==> config.mk <==
export PLATFORM = sky130hd
export DESIGN_NAME = stack_command_engine_unit
export DESIGN_NICKNAME = d
export VERILOG_FILES = /design/src/hdl/sce_pkg.sv /design/src/hdl/sce_cell.sv /design/src/hdl/stack_command_engine_unit.sv
export SDC_FILE = /design/constraint.sdc
export NUM_CORES = 2
export LEC_CHECK = 0
export ABC_AREA = 1
export BUFFER_PORTS_ARGS = -buffer_cell sky130_fd_sc_hd__buf_2
export CORE_UTILIZATION = 50
export DETAILED_ROUTE_END_ITERATION = 12
export PLACE_DENSITY = 0.66
export RECOVER_POWER = 25
export SKIP_CTS_REPAIR_TIMING = 1
export SYNTH_ARGS = -nofsm -noshare
export SYNTH_HDL_FRONTEND = slang
export SYNTH_SLANG_ARGS = --single-unit
==> constraint.sdc <==
create_clock -name aclk -period 58.7 [get_ports aclk]
set_input_delay 8.805 -clock aclk [delete_from_list [all_inputs] [get_ports aclk]]
set_output_delay 8.805 -clock aclk [all_outputs]
set_load 0.01 [all_outputs]
==> src/hdl/sce_pkg.sv <==
// Shared types and constants of the stack command engine.
// No dependencies; imported by the stack cell and the top level.
`default_nettype none

package sce_pkg;

    localparam logic [2:0] CMD_PUSH = 3'd0;
    localparam logic [2:0] CMD_DUMP = 3'd1;
    localparam logic [2:0] CMD_PEEK = 3'd2;
    localparam logic [2:0] CMD_POP  = 3'd3;
    localparam logic [2:0] CMD_SWAP = 3'd4;

    typedef enum logic [1:0] {
        STATUS_OK    = 2'd0,
        STATUS_EMPTY = 2'd1,
        STATUS_SHORT = 2'd2,
        STATUS_FULL  = 2'd3
    } status_t;

    typedef enum logic [1:0] {
        CELL_HOLD  = 2'd0,
        CELL_PUSH  = 2'd1,
        CELL_SHIFT = 2'd2,
        CELL_SWAP  = 2'd3
    } cell_op_t;

    typedef struct packed {
        cell_op_t op;
    } cell_ctrl_t;

    typedef struct packed {
        logic [2:0]         command;
        logic signed [31:0] push_value;
    } in_t;

    typedef struct packed {
        logic signed [31:0] result_value;
        logic               has_value;
        status_t            status;
        logic               last;
    } out_t;

endpackage

`default_nettype wire

==> src/hdl/sce_cell.sv <==
// One storage cell of the stack chain: holds a single entry.
// Depends on sce_pkg for the cell control struct.
`default_nettype none

module sce_cell
    import sce_pkg::*;
(
    input  wire logic               aclk,
    input  wire cell_ctrl_t         ctrl,
    input  wire logic signed [31:0] from_above,
    input  wire logic signed [31:0] from_below,
    input  wire logic signed [31:0] swap_in,
    output logic signed [31:0]      data
);

    logic signed [31:0] data_reg;
    logic signed [31:0] data_next;

    always_comb begin
        case (ctrl.op)
            CELL_PUSH:  data_next = from_above;
            CELL_SHIFT: data_next = from_below;
            CELL_SWAP:  data_next = swap_in;
            default:    data_next = data_reg;
        endcase
    end

    always_ff @(posedge aclk) begin
        data_reg <= data_next;
    end

    assign data = data_reg;

endmodule

`default_nettype wire

==> src/hdl/stack_command_engine_unit.sv <==
// Top level of the stack command engine: control and the chain of stack cells.
// Depends on sce_pkg and sce_cell.
//
// Usage: commands enter on the s_ channel (valid/ready, payload in_t) and
// results leave on the m_ channel (valid/ready, payload out_t) from an output
// register. Push, peek, pop and swap each produce one result in the cycle
// after the request is accepted; a new request is taken every cycle while
// the output register is empty or being drained. The stack is a chain of
// STACK_DEPTH cells with the top in cell zero. A dump rotates the whole
// chain once, emitting the occupied entries top first on the first steps;
// intake is closed for the whole rotation, which pauses on an emitting step
// while the receiver stalls the output. A dump of an empty stack gives a
// single result without a value. Unknown commands are accepted and
// produce no result.
// When the receiver holds m_ready low, the output register keeps its result
// and s_ready stays low until the result is taken.
// Reset (aresetn low, synchronous) empties the stack and the output
// register; cell contents are not cleared.
`default_nettype none

module stack_command_engine_unit
    import sce_pkg::*;
#(
    parameter int STACK_DEPTH = 64
)
(
    input  wire logic aclk,
    input  wire logic aresetn,
    input  wire logic s_valid,
    output logic      s_ready,
    input  wire in_t  s_data,
    output logic      m_valid,
    input  wire logic m_ready,
    output out_t      m_data
);

    localparam int CNT_W  = $clog2(STACK_DEPTH + 1);
    localparam int STEP_W = $clog2(STACK_DEPTH);

    typedef enum logic [1:0] {
        ST_IDLE = 2'b01,
        ST_DUMP = 2'b10
    } state_t;

    state_t              state_reg, state_next;
    logic [CNT_W-1:0]    count_reg, count_next;
    logic [STEP_W-1:0]   step_reg, step_next;
    logic                out_valid_reg, out_valid_next;
    out_t                out_data_reg, out_data_next;
    cell_op_t            chain_op;
    cell_ctrl_t          cell_ctrl [STACK_DEPTH];
    logic signed [31:0]  cell_data [STACK_DEPTH];
    logic                out_free;
    logic                accept;
    logic                emit_step;

    assign out_free  = !out_valid_reg || m_ready;
    assign s_ready   = (state_reg == ST_IDLE) && out_free;
    assign accept    = s_valid && s_ready;
    assign emit_step = CNT_W'(step_reg) < count_reg;

    always_comb begin
        state_next     = state_reg;
        count_next     = count_reg;
        step_next      = step_reg;
        out_valid_next = out_valid_reg && !m_ready;
        out_data_next  = out_data_reg;
        chain_op       = CELL_HOLD;
        case (state_reg)
            ST_IDLE: begin
                if (accept) begin
                    out_data_next.result_value = '0;
                    out_data_next.has_value    = 1'b0;
                    out_data_next.status       = STATUS_OK;
                    out_data_next.last         = 1'b1;
                    out_valid_next             = 1'b1;
                    case (s_data.command)
                        CMD_PUSH: begin
                            if (count_reg == CNT_W'(STACK_DEPTH)) begin
                                out_data_next.status = STATUS_FULL;
                            end else begin
                                chain_op   = CELL_PUSH;
                                count_next = count_reg + 1'b1;
                            end
                        end
                        CMD_DUMP: begin
                            if (count_reg != '0) begin
                                out_valid_next = 1'b0;
                                state_next     = ST_DUMP;
                                step_next      = '0;
                            end
                        end
                        CMD_PEEK: begin
                            if (count_reg == '0) begin
                                out_data_next.status = STATUS_EMPTY;
                            end else begin
                                out_data_next.result_value = cell_data[0];
                                out_data_next.has_value    = 1'b1;
                            end
                        end
                        CMD_POP: begin
                            if (count_reg == '0) begin
                                out_data_next.status = STATUS_EMPTY;
                            end else begin
                                chain_op   = CELL_SHIFT;
                                count_next = count_reg - 1'b1;
                            end
                        end
                        CMD_SWAP: begin
                            if (count_reg < CNT_W'(2)) begin
                                out_data_next.status = STATUS_SHORT;
                            end else begin
                                chain_op = CELL_SWAP;
                            end
                        end
                        default: begin
                            out_valid_next = out_valid_reg && !m_ready;
                        end
                    endcase
                end
            end
            ST_DUMP: begin
                if (!emit_step || out_free) begin
                    chain_op = CELL_SHIFT;
                    if (emit_step) begin
                        out_valid_next             = 1'b1;
                        out_data_next.result_value = cell_data[0];
                        out_data_next.has_value    = 1'b1;
                        out_data_next.status       = STATUS_OK;
                        out_data_next.last         = (CNT_W'(step_reg) + 1'b1) == count_reg;
                    end
                    if (step_reg == STEP_W'(STACK_DEPTH - 1)) begin
                        state_next = ST_IDLE;
                    end else begin
                        step_next = step_reg + 1'b1;
                    end
                end
            end
            default: begin
                state_next = ST_IDLE;
            end
        endcase
    end

    always_ff @(posedge aclk) begin
        if (!aresetn) begin
            state_reg     <= ST_IDLE;
            count_reg     <= '0;
            step_reg      <= '0;
            out_valid_reg <= 1'b0;
        end else begin
            state_reg     <= state_next;
            count_reg     <= count_next;
            step_reg      <= step_next;
            out_valid_reg <= out_valid_next;
        end
        out_data_reg <= out_data_next;
    end

    assign m_valid = out_valid_reg;
    assign m_data  = out_data_reg;

    for (genvar i = 0; i < STACK_DEPTH; i++) begin : g_cell
        logic signed [31:0] above_w;
        logic signed [31:0] below_w;
        logic signed [31:0] swap_w;

        if (i == 0) begin : g_top
            assign above_w = s_data.push_value;
            assign swap_w  = cell_data[1];
        end else begin : g_inner
            assign above_w = cell_data[i-1];
            assign swap_w  = cell_data[0];
        end

        if (i == STACK_DEPTH - 1) begin : g_wrap
            assign below_w = cell_data[0];
        end else begin : g_link
            assign below_w = cell_data[i+1];
        end

        if (i < 2) begin : g_swap_op
            assign cell_ctrl[i].op = chain_op;
        end else begin : g_plain_op
            assign cell_ctrl[i].op = (chain_op == CELL_SWAP) ? CELL_HOLD : chain_op;
        end

        sce_cell u_cell (
            .aclk       (aclk),
            .ctrl       (cell_ctrl[i]),
            .from_above (above_w),
            .from_below (below_w),
            .swap_in    (swap_w),
            .data       (cell_data[i])
        );
    end

    a_count_bound: assert property (@(posedge aclk) disable iff (!aresetn)
        count_reg <= CNT_W'(STACK_DEPTH))
        else $error("stack count exceeds depth");

    a_dump_closes_intake: assert property (@(posedge aclk) disable iff (!aresetn)
        (state_reg == ST_DUMP) |-> !s_ready)
        else $error("request taken during dump");

    a_dump_keeps_count: assert property (@(posedge aclk) disable iff (!aresetn)
        (state_reg == ST_DUMP) |=> $stable(count_reg))
        else $error("stack count changed during dump");

    a_dump_ends_aligned: assert property (@(posedge aclk) disable iff (!aresetn)
        (state_reg == ST_DUMP && state_next == ST_IDLE)
            |-> step_reg == STEP_W'(STACK_DEPTH - 1))
        else $error("dump left before a full rotation");

endmodule

`default_nettype wire

* After elaboration in Yosys (flattened, before gate mapping)
Index checks and enable logic that the tools add are counted.
** Operators by class
- Reductions and logical operators :: 26
- Add/sub/neg operators :: 4
- Equal/unequal tests :: 24
- Order comparisons :: 2
- Muxes and demuxes :: 103
** Operator list (number)
- $pmux 32 s3 :: 61
- $pmux 32 s2 :: 3
- $mux 36 :: 3
- $pmux 36 s2 :: 1
- $mux 33 :: 2
- $mux 6 :: 5
- $mux 2 :: 12
- $mux 7 :: 2
- $ne 2x2->1 const B :: 7
- $pmux 7 s2 :: 1
- $pmux 2 s3 :: 2
- $pmux 6 s2 :: 1
- $eq 2x2->1 const B :: 5
- $reduce_and 5->1 :: 2
- $reduce_bool 2->1 :: 5
- $pmux 2 s2 :: 2
- $reduce_or 2->1 :: 4
- $add 6x1->7 const B :: 1
- $add 7x1->7 const B :: 1
- $eq 7x7->1 :: 1
- $eq 7x7->1 const B :: 1
- $logic_not 7->1 :: 1
- $lt 6x7->1 :: 1
- $lt 7x2->1 const B :: 1
- 19 further kinds :: 34
** Storage, ports and cells
- Bits of input ports :: 39
- Flip-flop bits (word level) :: 2100
- Output and inout port bits :: 38
- Word-level logic and storage cells :: 231

* Longest topological paths before layout
- Depth after elaboration :: 11
- Gate-level depth with buffers :: 18
- Gate-level depth less buffers :: 14

* Modules after synthesis
Synthesis repeated with hierarchy kept, for this count alone.
** Unflattened totals
- Cell total of the unflattened synthesis :: 11886
- Area, all modules :: 112674.3 um^2
** Modules (own cells, without submodules)
- sce_cell :: area each 1712.9 um^2, instances 64, cells each 180
- stack_command_engine_unit :: area each 3049.2 um^2, instances 1, cells each 366

* Worst setup path before layout
No wires, ideal clock.
- Path type :: input to register
- Start point :: input port s_data[33] (netlist name)
- End point :: register g_cell[10].u_cell.data_reg[0], enable pin
- Setup time :: 2.313 ns
- Stages on the path :: 10
- Arrival time :: 48.171 ns
- Setup slack :: 8.216 ns
- Cells stage by stage :: inv_1 nor2_2 nand2_1 inv_2 nand2_1 nand2_1 nand2_1 a21oi_1 ha_1 inv_1
** On the way
- Cells in the longest elaborated chain, start to end :: 8
- Elaborated cells on any way between the ends :: 12
- Classes of those cells :: eq/ne: 6; mux: 4; reduce/logical: 2
** RTL lines
- from (decl) :: line stack_command_engine_unit.sv:31 : input wire in_t s_data,
- $eq 3x3->1, or another cell as far along :: line stack_command_engine_unit.sv:77 : case (s_data.command)
- $pmux 2 s3 (*) :: line stack_command_engine_unit.sv:77
- $mux 2 (*) :: line stack_command_engine_unit.sv:71 : if (accept) begin
- $pmux 2 s2 (*) :: line stack_command_engine_unit.sv:69 : case (state_reg)
- $eq 2x2->1 :: line stack_command_engine_unit.sv:185 : assign cell_ctrl[i].op = (chain_op == CELL_SWAP) ? CELL_HOLD : chain_op;
- $mux 2 (*) :: line stack_command_engine_unit.sv:185
- $eq 2x1->1 or $eq 2x2->1 (tied branches) :: line sce_cell.sv:20 : case (ctrl.op)
- $reduce_bool 3->1 (no source line) (*)
- to (signal assigned) :: line sce_cell.sv:29 : data_reg <= data_next;
- to (decl) :: line sce_cell.sv:16 : logic signed [31:0] data_reg;
Every way passes the cells marked *; elsewhere a longest branch is shown, timed or not.
A chain may end at the register's enable or synchronous reset.

* Final worst setup path
- Start point :: input port s_data[32] (netlist name)
- End point :: register g_cell[14].u_cell.data_reg[1] (data pin)
** On the way
- Cells in the longest elaborated chain, start to end :: 8
- Elaborated cells on any way between the ends :: 12
- Classes of those cells :: eq/ne: 6; mux: 5; reduce/logical: 1
** RTL lines
- $eq 3x3->1, or another cell as far along :: line stack_command_engine_unit.sv:77
- $pmux 2 s3 (*) :: line stack_command_engine_unit.sv:77
- $mux 2 (*) :: line stack_command_engine_unit.sv:71
- $pmux 2 s2 (*) :: line stack_command_engine_unit.sv:69
- $eq 2x2->1 :: line stack_command_engine_unit.sv:185
- $mux 2 (*) :: line stack_command_engine_unit.sv:185
- $eq 2x2->1 or $eq 2x1->1 (tied branches) :: line sce_cell.sv:20
- $pmux 32 s3 (*) :: line sce_cell.sv:20
- named net g_cell[14].u_cell.data_next[1] :: line sce_cell.sv:17 : logic signed [31:0] data_next;
- to (signal assigned) :: line sce_cell.sv:29
- to (decl) :: line sce_cell.sv:16
The timed path passes the listed nets; every way through them passes the cells marked *.

==> run summary <==
The die covers 188000 um^2. The final layout contains routed wiring with a total length of 174000 um. The flow ran to the end, but the final reports show violations. The vias per cell works out to 5.46. Setup repair after global routing left no endpoint under its margin.

The most frequent cell on the critical path is sky130_fd_sc_hd__nand2_1. Setup violations remaining at the end of the flow were counted as 0. The aggregate global routing overflow was 0; the insertion delay of the later-clocked pin in the worst-skew pair was 0.84 ns. The logs give 50.3% for the initial core utilization and 0 ns for the summed negative setup slack over all endpoints. Together, buffers and inverters on the worst path number 4. The flip-flop cell with the highest count after synthesis was sky130_fd_sc_hd__edfxtp_1.

The layout filler cell count is 16300. Data on the critical path arrives at its endpoint at 24.62 ns. The count of nets left with antenna violations once routing finished came out at 0.

When the netlist entered floorplanning its net count stood at 9225. After synthesis, the cell types taking the most area are sky130_fd_sc_hd__edfxtp_1 (67%), sky130_fd_sc_hd__nand2_1 (16%), sky130_fd_sc_hd__nand3_1 (10%). The area growth from synthesis to layout is 8.02%. TritonCTS built the clock tree.

After layout, the worst path uses 40.8% of the clock period. The initial antenna violation count was 10. The run gives 2.72 mW as the cell-internal power. The largest single stage delay on the critical path is 6.39 ns. By count the netlist is led by sky130_fd_sc_hd__nand2_1 (4045), sky130_fd_sc_hd__edfxtp_1 (2084), sky130_fd_sc_hd__nand3_1 (1927), sky130_fd_sc_hd__buf_2 (382), sky130_fd_sc_hd__clkbuf_1 (244).

At the pin with the least slew margin, the transition time is 10.55 ns. The H-tree was split into 4 levels. Counting every sink on the clock net gives 2100. The overall power consumption was 3.58 mW.

The wire length of the first global-routing pass was 290000 um. The final reports fail on max-capacitance violations, max-slew violations. The share of the Yosys chip area taken by registers is 67.5%. For this run, design rule violations remaining after detail routing come to 0.

Counting flops and latches in the post-synthesis netlist gives 2100. After legalization and detailed placement, the total HPWL measured 92600 um. The netlist area before placement is 93300 um^2. sky130_fd_sc_hd__nand2_1 is the most common cell in the netlist. The analysis attributes to net switching a power of 0.856 mW. For this design the top-level I/O count stands at 77. The count of max-cap constraint violations is 21, and the shortest clock period the worst path allows after layout is 23.96 ns.

In this run the static leakage power is 40.2 nW. In this run the power density over the cells is 35.5 nW/um^2. Global routing consumed, over all layers together, 18.1% of the routing resources. In this run switching power makes up 23.9% of total power. The tools report the register share of total power as 53.7%. For this block, the via count after detailed routing is 62800. The critical setup path kind is in2reg. Based on the critical path, the design can be clocked at up to 41.7 MHz. Fraction of layout cells with a size suffix above 1: 4.77%. Yosys printed 0 warnings. Critical path startpoint category: an input pin. The final-report max-slew violation count was 1851.

The number of library cell types mapped by synthesis was 38. The logs give 0 for the number of failing hold endpoints at the final stage and 6656 for the number of DRC markers in iteration 0. Number of CTS-inserted buffers: 210.

Number of standard cells in the layout, taps in and fillers out: 11500. In this run the vertical extent of the chip is 434 um. The tools report the part of the total power dissipated in combinational logic as 9.7%. Walking the worst path, the cells encountered are clkbuf_1, nor2_1, nand2_1, o21ai_0, nand2_1, ha_1, clkinvlp_2, clkbuf_1, buf_4, nand2_1, nand3_1. The family with the most delay on the worst path was buffers and inverters.

In this run, placement finished with an instance count of 11100. Of all flip-flops after synthesis, the portion carrying an async set or reset was 0%. The pre-antenna-repair detailed-routing pass consisted of 6 iterations. After detailed routing, the average wire length per cell comes to 15.1 um.

The floorplan step set the die width to 434 um. The clock passes through at most 3 buffers. After synthesis, the mean cell area works out to 10.2 um^2.

The path class of the tightest hold or removal check is reg2reg. The area inside the core boundary is 185000 um^2, and the via count of the first global-routing pass is 59200. The clock-pin slew of the registers on the worst-case setup and hold paths is 0.06 ns. The cell accounting for the most synthesized area was sky130_fd_sc_hd__edfxtp_1. The floorplan has 158 rows. The worst setup skew after layout is 0.0243 ns, and the number of flip-flops in the largest register is 2048.

The number of nets in the layout was 8923. IR analysis of the VDD net gives a maximum drop of 0.0270 mV. The slowest stage of the critical path belongs to the cell sky130_fd_sc_hd__clkbuf_1. The top cell type by area accounts for 67.1% of the synthesized area.

The critical-path maximum fanout came out at 224. STA classifies the critical path endpoint as a flop. Worst slew margin relative to its limit: -603%.

Counting flops with a built-in enable in the synthesized netlist gives 2084. The final weighted congestion in routability-driven placement is 0.817, and the synthesized instance count is 9166. The number of buffers inserted by port buffering came out at 76. The root buffer cell chosen for the clock tree is sky130_fd_sc_hd__clkbuf_16. Entering global routing, the biggest net connects 278 pins. The clock network is responsible for 36.6% of the overall power. STA puts the critical path data required time at 59.36 ns.
[worst reg2reg max path, stage by stage, from the launching register on]
cell and delay, ns:
sky130_fd_sc_hd__dfxtp_1 0.38, sky130_fd_sc_hd__nor2_2 0.17, sky130_fd_sc_hd__nand2_2 0.08, sky130_fd_sc_hd__inv_2 0.10, sky130_fd_sc_hd__nand3_2 0.10, sky130_fd_sc_hd__nand3_2 0.10
sky130_fd_sc_hd__o21ai_0 0.09, sky130_fd_sc_hd__nand2_1 1.33, sky130_fd_sc_hd__ha_1 1.83, sky130_fd_sc_hd__clkinvlp_2 5.50, sky130_fd_sc_hd__clkbuf_1 4.17, sky130_fd_sc_hd__buf_4 1.91
sky130_fd_sc_hd__nand2_1 0.22, sky130_fd_sc_hd__nand3_1 0.10
[final timing paths]
check	slack [ns]	cells past startpoint	endpoint	startpoint
min	0.49	2	state_reg[0]	state_reg[0]
max reg2reg	42.33	13	g_cell[14].u_cell.data[1]	count_reg[5]
min reg2reg	0.49	2	state_reg[0]	state_reg[0]
max	34.74	11	g_cell[14].u_cell.data[1]	s_data[32]
[layer usage]
layer	vias up	global-route usage [%]	routed length [um]
met1	30300	27.5	85600
li1	30700	-	-
met4	4	4.41	2710
met5	-	0	27
met3	217	2.91	9570
met2	1596	27.3	75600
[power by group through the flow]
stage,clock [mW],sequential (mW),combinational (mW)
2_1_floorplan,0,2.22,0.265
3_5_place_dp,0,1.94,0.346
4_1_cts,1.35,1.91,0.346
6_report,1.31,1.92,0.346
5_1_grt,1.39,1.94,0.396
3_3_place_gp,0,1.94,0.330
[area by class of cell]
| class | instances | area (um^2) | share of cell area, % |
|---|---|---|---|
| diodes | 6 | 15.0 | 0.0149 |
| clock buffers | 264 | 5610 | 5.57 |
| clock inverters | 117 | 1040 | 1.03 |
| inverters | 129 | 488 | 0.484 |
| multi-input cells | 6281 | 26700 | 26.5 |
| flip-flops and latches | 2100 | 62900 | 62.4 |
| well taps | 2480 | 3100 | 3.08 |
| repair buffers | 142 | 853 | 0.847 |
[cell usage in the layout (no fill, tap or decap), drive strengths merged]
master,n
nand3,1931
dfxtp,16
a21oi,19
xnor2,1
o21ai,105
buf,90
clkinv,92
inv,132
nor2,65
o211ai,43
o21a,1
nand2,4074
edfxtp,2084
a21o,1
xor2,6
ha,19
nand3b,2
o22ai,1
clkbuf,316
nor3,3
diode,6
nand4,9
fa,1
clkinvlp,5
bufinv,17
[metrics by stage]
step | util, % | worst slack, ns | hold WS, ns | area [um^2]
after floorplan | - | 8.22 | 0.457 | 93300
after detailed placement | 50.9 | 40.47 | 0.478 | 94400
final | 54.3 | 34.74 | 0.489 | 101000
after global placement | 50.9 | 40.49 | 0.469 | 94400
after global routing | 54.3 | 33.17 | 0.510 | 101000
after CTS | 54.5 | 40.47 | 0.490 | 101000
[cell families after synthesis]
kind of cell               after synthesis  share of synthesized area, %
AOI/OAI and AO/OA                      170                          1.16
and+or+nand+nor                       6084                          27.3
buffers and inverters                  785                          3.79
DFF                                   2100                          67.5
xor gates and xnor gates                 7                        0.0657
adders and majority gates               20                         0.276
(Power assumes the default switching activity.)
